<file path="config.mk">
export PLATFORM = sky130hd
export DESIGN_NAME = scts_cell
export DESIGN_NICKNAME = d
export VERILOG_FILES = /design/src/hdl/scts_pkg.sv /design/src/hdl/scts_cell.sv
export SDC_FILE = /design/constraint.sdc
export NUM_CORES = 1
export LEC_CHECK = 0
export BUFFER_PORTS_ARGS = -buffer_cell sky130_fd_sc_hd__buf_2
export CAP_MARGIN = 20
export CORE_ASPECT_RATIO = 2
export CORE_MARGIN = 5
export CORE_UTILIZATION = 45
export DETAILED_ROUTE_END_ITERATION = 10
export PLACE_DENSITY = 0.78
export SLEW_MARGIN = 10
export SYNTH_ARGS = -nofsm -noshare
export SYNTH_HDL_FRONTEND = slang
export SYNTH_SLANG_ARGS = --single-unit
</file>
<file path="constraint.sdc">
create_clock -name clk -period 3.3 [get_ports clk]
set_input_delay 0.66 -clock clk [delete_from_list [all_inputs] [get_ports clk]]
set_output_delay 0.66 -clock clk [all_outputs]
set_load 0.005 [all_outputs]
</file>
<file path="src/hdl/scts_pkg.sv">
// Package for the sorted counted tag set: widths, command and status codes,
// and the structs passed between the top level and the cell chain. No dependencies.
`timescale 1ns / 1ps

package scts_pkg;

  localparam int CAPACITY = 32;
  localparam int TAG_W    = 16;
  localparam int CNT_W    = 16;
  localparam int OCC_W    = $clog2(CAPACITY + 1);

  localparam logic [CNT_W-1:0] CNT_MAX = {CNT_W{1'b1}};

  typedef enum logic [1:0] {
    CMD_QUERY  = 2'd0,
    CMD_GRANT  = 2'd1,
    CMD_REVOKE = 2'd2
  } cmd_t;

  typedef enum logic [1:0] {
    ST_OK      = 2'd0,
    ST_REJECT  = 2'd1,
    ST_FULL    = 2'd2,
    ST_MISSING = 2'd3
  } status_t;

  typedef enum logic [2:0] {
    OP_NONE,
    OP_ADD,
    OP_SUB,
    OP_INSERT,
    OP_REMOVE
  } op_t;

  typedef struct packed {
    logic [TAG_W-1:0] tag;
    logic [CNT_W-1:0] cnt;
  } entry_t;

  // broadcast from the top level to every cell
  typedef struct packed {
    op_t              op;
    logic [TAG_W-1:0] tag;
    logic [CNT_W-1:0] stacks;
  } cell_ctl_t;

  // per-cell compare and arithmetic results
  typedef struct packed {
    logic             lt;
    logic             eq;
    logic             gt;
    logic [CNT_W-1:0] cnt;
    logic [CNT_W-1:0] sat;
    logic [CNT_W-1:0] dif;
  } cell_stat_t;

endpackage

</file>
<file path="src/hdl/scts_cell.sv">
// One slot of the sorted tag chain: holds a tag and its count, compares
// against the broadcast tag and shifts with its neighbors. Depends on scts_pkg.
`timescale 1ns / 1ps

module scts_cell import scts_pkg::*; (
  input  logic       clk,
  input  cell_ctl_t  ctl,
  input  logic       valid,
  input  logic       left_lt,
  input  entry_t     left_ent,
  input  entry_t     right_ent,
  output entry_t     ent,
  output cell_stat_t stat
);

  entry_t         ent_r;
  entry_t         ent_nxt;
  logic [CNT_W:0] sum;

  assign ent = ent_r;
  assign sum = {1'b0, ent_r.cnt} + {1'b0, ctl.stacks};

  always_comb begin
    stat.lt  = valid && (ent_r.tag < ctl.tag);
    stat.eq  = valid && (ent_r.tag == ctl.tag);
    stat.gt  = ent_r.cnt > ctl.stacks;
    stat.cnt = ent_r.cnt;
    stat.sat = sum[CNT_W] ? CNT_MAX : sum[CNT_W-1:0];
    stat.dif = ent_r.cnt - ctl.stacks;
  end

  always_comb begin
    ent_nxt = ent_r;
    case (ctl.op)
      OP_ADD: if (stat.eq) ent_nxt.cnt = stat.sat;
      OP_SUB: if (stat.eq) ent_nxt.cnt = stat.dif;
      OP_INSERT: begin
        // first slot not below the new tag takes it, later slots move up
        if (!stat.lt) begin
          if (left_lt) begin
            ent_nxt.tag = ctl.tag;
            ent_nxt.cnt = ctl.stacks;
          end else begin
            ent_nxt = left_ent;
          end
        end
      end
      OP_REMOVE: if (!stat.lt) ent_nxt = right_ent;
      default: ent_nxt = ent_r;
    endcase
  end

  always_ff @(posedge clk) begin
    ent_r <= ent_nxt;
  end

endmodule

</file>
* Word level (Yosys, flattened, before mapping)
Cells that the tools add are included.
** Storage, ports and cells
- Register bits after elaboration :: 32
- Input port bits :: 102
- Output and inout port bits :: 83
- Word-level logic and storage cells :: 29
** Cells by class
- $add $sub $neg :: 2
- Magnitude comparators :: 2
- Equal/unequal tests :: 9
- Muxes and demuxes :: 8
- Reductions and logical operators :: 6
** Operators by type and width (number)
- $mux 32 :: 3
- $pmux 16 s4 :: 1
- $mux 16 :: 3
- $pmux 16 s2 :: 1
- $add 16x16->17 :: 1
- $eq 16x16->1 :: 1
- $gt 16x16->1 :: 1
- $lt 16x16->1 :: 1
- $sub 16x16->16 :: 1
- $ne 2x2->1 const B :: 4
- $eq 3x2->1 const B :: 2
- $reduce_and 5->1 :: 1
- $reduce_bool 4->1 :: 1
- $eq 3x1->1 const B :: 1
- $eq 3x3->1 const B :: 1
- $reduce_and 3->1 :: 1
- $logic_and 1x1->1 :: 2
- $reduce_bool 2->1 :: 1

* Logic depth before layout (Yosys ltp)
- Depth after elaboration :: 4
- Gate-level depth with buffers :: 11
- Gate-level depth less buffers :: 11

* Least setup slack after synthesis
No wires, ideal clock.
- Kind :: input to output
- Start point :: in ctl[0] (netlist bit)
- End point :: out stat[30] (netlist bit)
- Arrival time :: 2.727 ns
- Required time :: 2.640 ns
- Slack :: -0.087 ns
- Stages :: 10
- Buffers on the path :: 2
- Cell sequence :: ha_1 > fa_1 > nor2b_1 > o211ai_2 > nand2_1 > a21bo_2 > a211oi_2 > buf_2 > buf_2 > o21ai_0
** RTL lines
- start: declaration :: line scts_cell.sv:7 : input cell_ctl_t ctl,
- end: declaration :: line scts_cell.sv:13 : output cell_stat_t stat

==> results by group <==
Floorplan
  – Site row count: 50
  – DIE AREA: 11600 sq um
  – Chip width: 78.7 microns
  – Die Height: around 150 microns
  – Num ports: approximately 190
  – Core Area: 9320 sq um
  – Initial Util: a little under half

Worst setup path
  – Worst EP arrival: 2760 ps
  – Critical Path RT: 2640 ps
  – R2R depth: 14
  – Kind of critical path: in -> out
  – CP max FO: 3
  – Critical path startpoint category: input port
  – Setup crit end kind: primary output

Layout
  – Finished Cell Area: 6370 sq um
  – Layout filler cell count: between 700 and 800
  – Layout cells sized above 1: 45.4%
  – Area delta synth->final: 50.0%
  – Largest register FFs: 32
  – Layout Nets: 929
  – Final instance count without filler cells: 881
  – N_diodes: 0
  – Most frequent cells in the layout: 175 x buf_2, 105 x buf_4, 48 x inv_1
  – Commonest non-fill, non-tap cell in the layout: buf_2

Placed design
  – Pre-CTS WS: -258 ps
  – Placed cell areas: around 5700 sq um
  – Port buffer count: between 150 and 200
  – GPL Wtd Cong: 1.02
  – Detailed-placement wirelength estimate: 14.4 mm
  – Placed Cells: around 850

Synth
  – Synth Instances: 519
  – Warnings from Yosys: 0
  – Post-synth EDFFs: 32
  – Seq cells post-synth: 32
  – Syn_nets: 671
  – Ys flop type: edfxtp_1
  – Sequential-to-total area share from yosys stat: 22.6%
  – Avg Cell Area, Syn: 8.19 sq um
  – Post-Syn Area: 4250 sq um
  – Netlist cell types: 61
  – Post-synth ARST share: 0%

Timing
  – Setup ws final: -117 ps
  – Slew Viols, Final: 0
  – Final setup violating endpoints: 15
  – Hold Fails Final Rpt: 0
  – RSZ-0062 raised after global routing: yes
  – Minimum clock period: 3420 ps
  – Fin crit share: 104%
  – Actual slew at the worst max-slew pin: roughly 770 ps
  – Post-Route Skew: about 9 ps
  – Setup TNS: -914 ps
  – Peak Freq: 0.293 GHz
  – Worst rel slew slack: 48.8%

GRT
  – Vias in the first global route: 5389
  – Largest net degree at the start of global routing: 41
  – Antenna violations before repair: 0
  – Total global routing overflow: 0
  – GRT Resource Usage Total: 30.5%
  – First-pass GRT wire length: 27.2 mm

Route
  – Initial DRC count: 257
  – DR WL/cell: 20.6 microns
  – Detailed-route wire length: between 15 and 20 mm
  – Remaining DRCs: 0
  – Via count: about 5100
  – Post-route ant nets: 0
  – Drt pass-1 iters: 5
  – Vias/cell: 5.81

Clocking
  – H-tree Lvls: 2
  – CTS root buffer: clkbuf_16
  – Bufs on Longest Clock Path: 2
  – Cts hold-fix bufs: 0
  – # clock sinks: 32
  – Clock transition at path regs: 50 ps
  – Later-pin clock latency in the skew report: between 200 and 300 ps
  – Num CTS Buffers: 5
  – CTS tree: done

Hold path
  – Type of the most critical hold path: in -> reg
  – Hold path depth: 3

Power and ir drop
  – Cell Pwr Density: 367 nW/um^2
  – Max IR drop VDD: 0.293 mV
  – Leakage: 3.20 nW

Outcome
  – Failing checks: negative setup slack
  – Run status: complete, but fails checks

Run
  – Max-Cap Viols: 0
[where the power goes]
group	leakage [nW]	switching, mW	internal, mW
sequential	0.296	0.0257	0.498
clock	0.0648	0.190	0.271
combinational	2.84	0.681	0.674
[cells by family (layout without fill, tap and decap cells)]
logic type	after synthesis	count (layout)	share of synthesized area, %
AO/OA/AOI/OAI	150	150	24.0
XOR/XNOR	25	25	5.15
adder cells (fa/ha/maj)	50	50	15.1
buffers and inverters	90	348	9.81
flip-flops	32	32	22.6
multiplexers	34	34	8.16
AND/OR/NAND/NOR	138	138	15.2
[layout make-up]
| cell class | instances | area, sq um | share of cell area, % |
|---|---|---|---|
| clock inverters | 2 | 7.51 | 0.118 |
| inverters | 50 | 190 | 2.98 |
| clock buffers | 5 | 125 | 1.96 |
| flip-flops and latches | 32 | 961 | 15.1 |
| repair buffers | 291 | 1790 | 28.1 |
| multi-input cells | 397 | 3170 | 49.7 |
| well taps | 104 | 130 | 2.04 |
[metal layers]
metal | vias up | global-route usage (%) | share of wire [%]
met2 | 284 | 57.3 | 53
met5 | - | 0 | 0
met1 | 2380 | 28.5 | 32
li1 | 2365 | - | -
met4 | 0 | 22.9 | 8.7
met3 | 89 | 4.94 | 6.7
[worst paths after layout]
path              end          start  slack, ps
min           ent[24]  right_ent[24]        660
min reg2reg   ent[11]        ent[11]       1070
max          stat[31]         ctl[0]       -120
max reg2reg   ent[10]         ent[0]         20
[synthesized netlist by cell type (all sizes together) (8+ instances only)]
library cell / instances / area, sq um
a211oi: 11 / 92.6
a21o: 13 / 97.6
a21oi: 28 / 140
buf: 30 / 191
clkbuf: 10 / 37.5
edfxtp: 32 / 961
ha: 48 / 601
inv: 50 / 188
mux2i: 32 / 320
nand2: 49 / 184
nand2b: 8 / 50.1
nor2: 40 / 150
nor2b: 8 / 50.1
o21ai: 39 / 195
xnor2: 19 / 166
[critical path: stages]
cell	delay, ps
buf_4	130
ha_4	160
fa_2	340
nor2b_4	140
o211ai_2	210
nand2_1	100
a21bo_2	250
a2111o_1	370
mux2_4	280
buf_6	120
[stage by stage]
stage / total power, mW / utilization [%] / hold slack, ps
floorplan: 1.12 / - / 847
global placement: 1.65 / 61.6 / 929
detailed placement: 1.67 / 61.6 / 938
CTS: 2.28 / 66.9 / 655
global route: 2.45 / 68.4 / 667
finish: 2.34 / 68.4 / 657
[what timing repair did]
action | CTS | global route
gates cloned | 1 | 0
endpoints found under the hold margin | 0 | 0
gates resized for setup | 50 | 21
buffers inserted | 13 | 9
pin swaps | 14 | 13
setup endpoints to repair | 21 | 24
(Power assumes the default switching activity.)
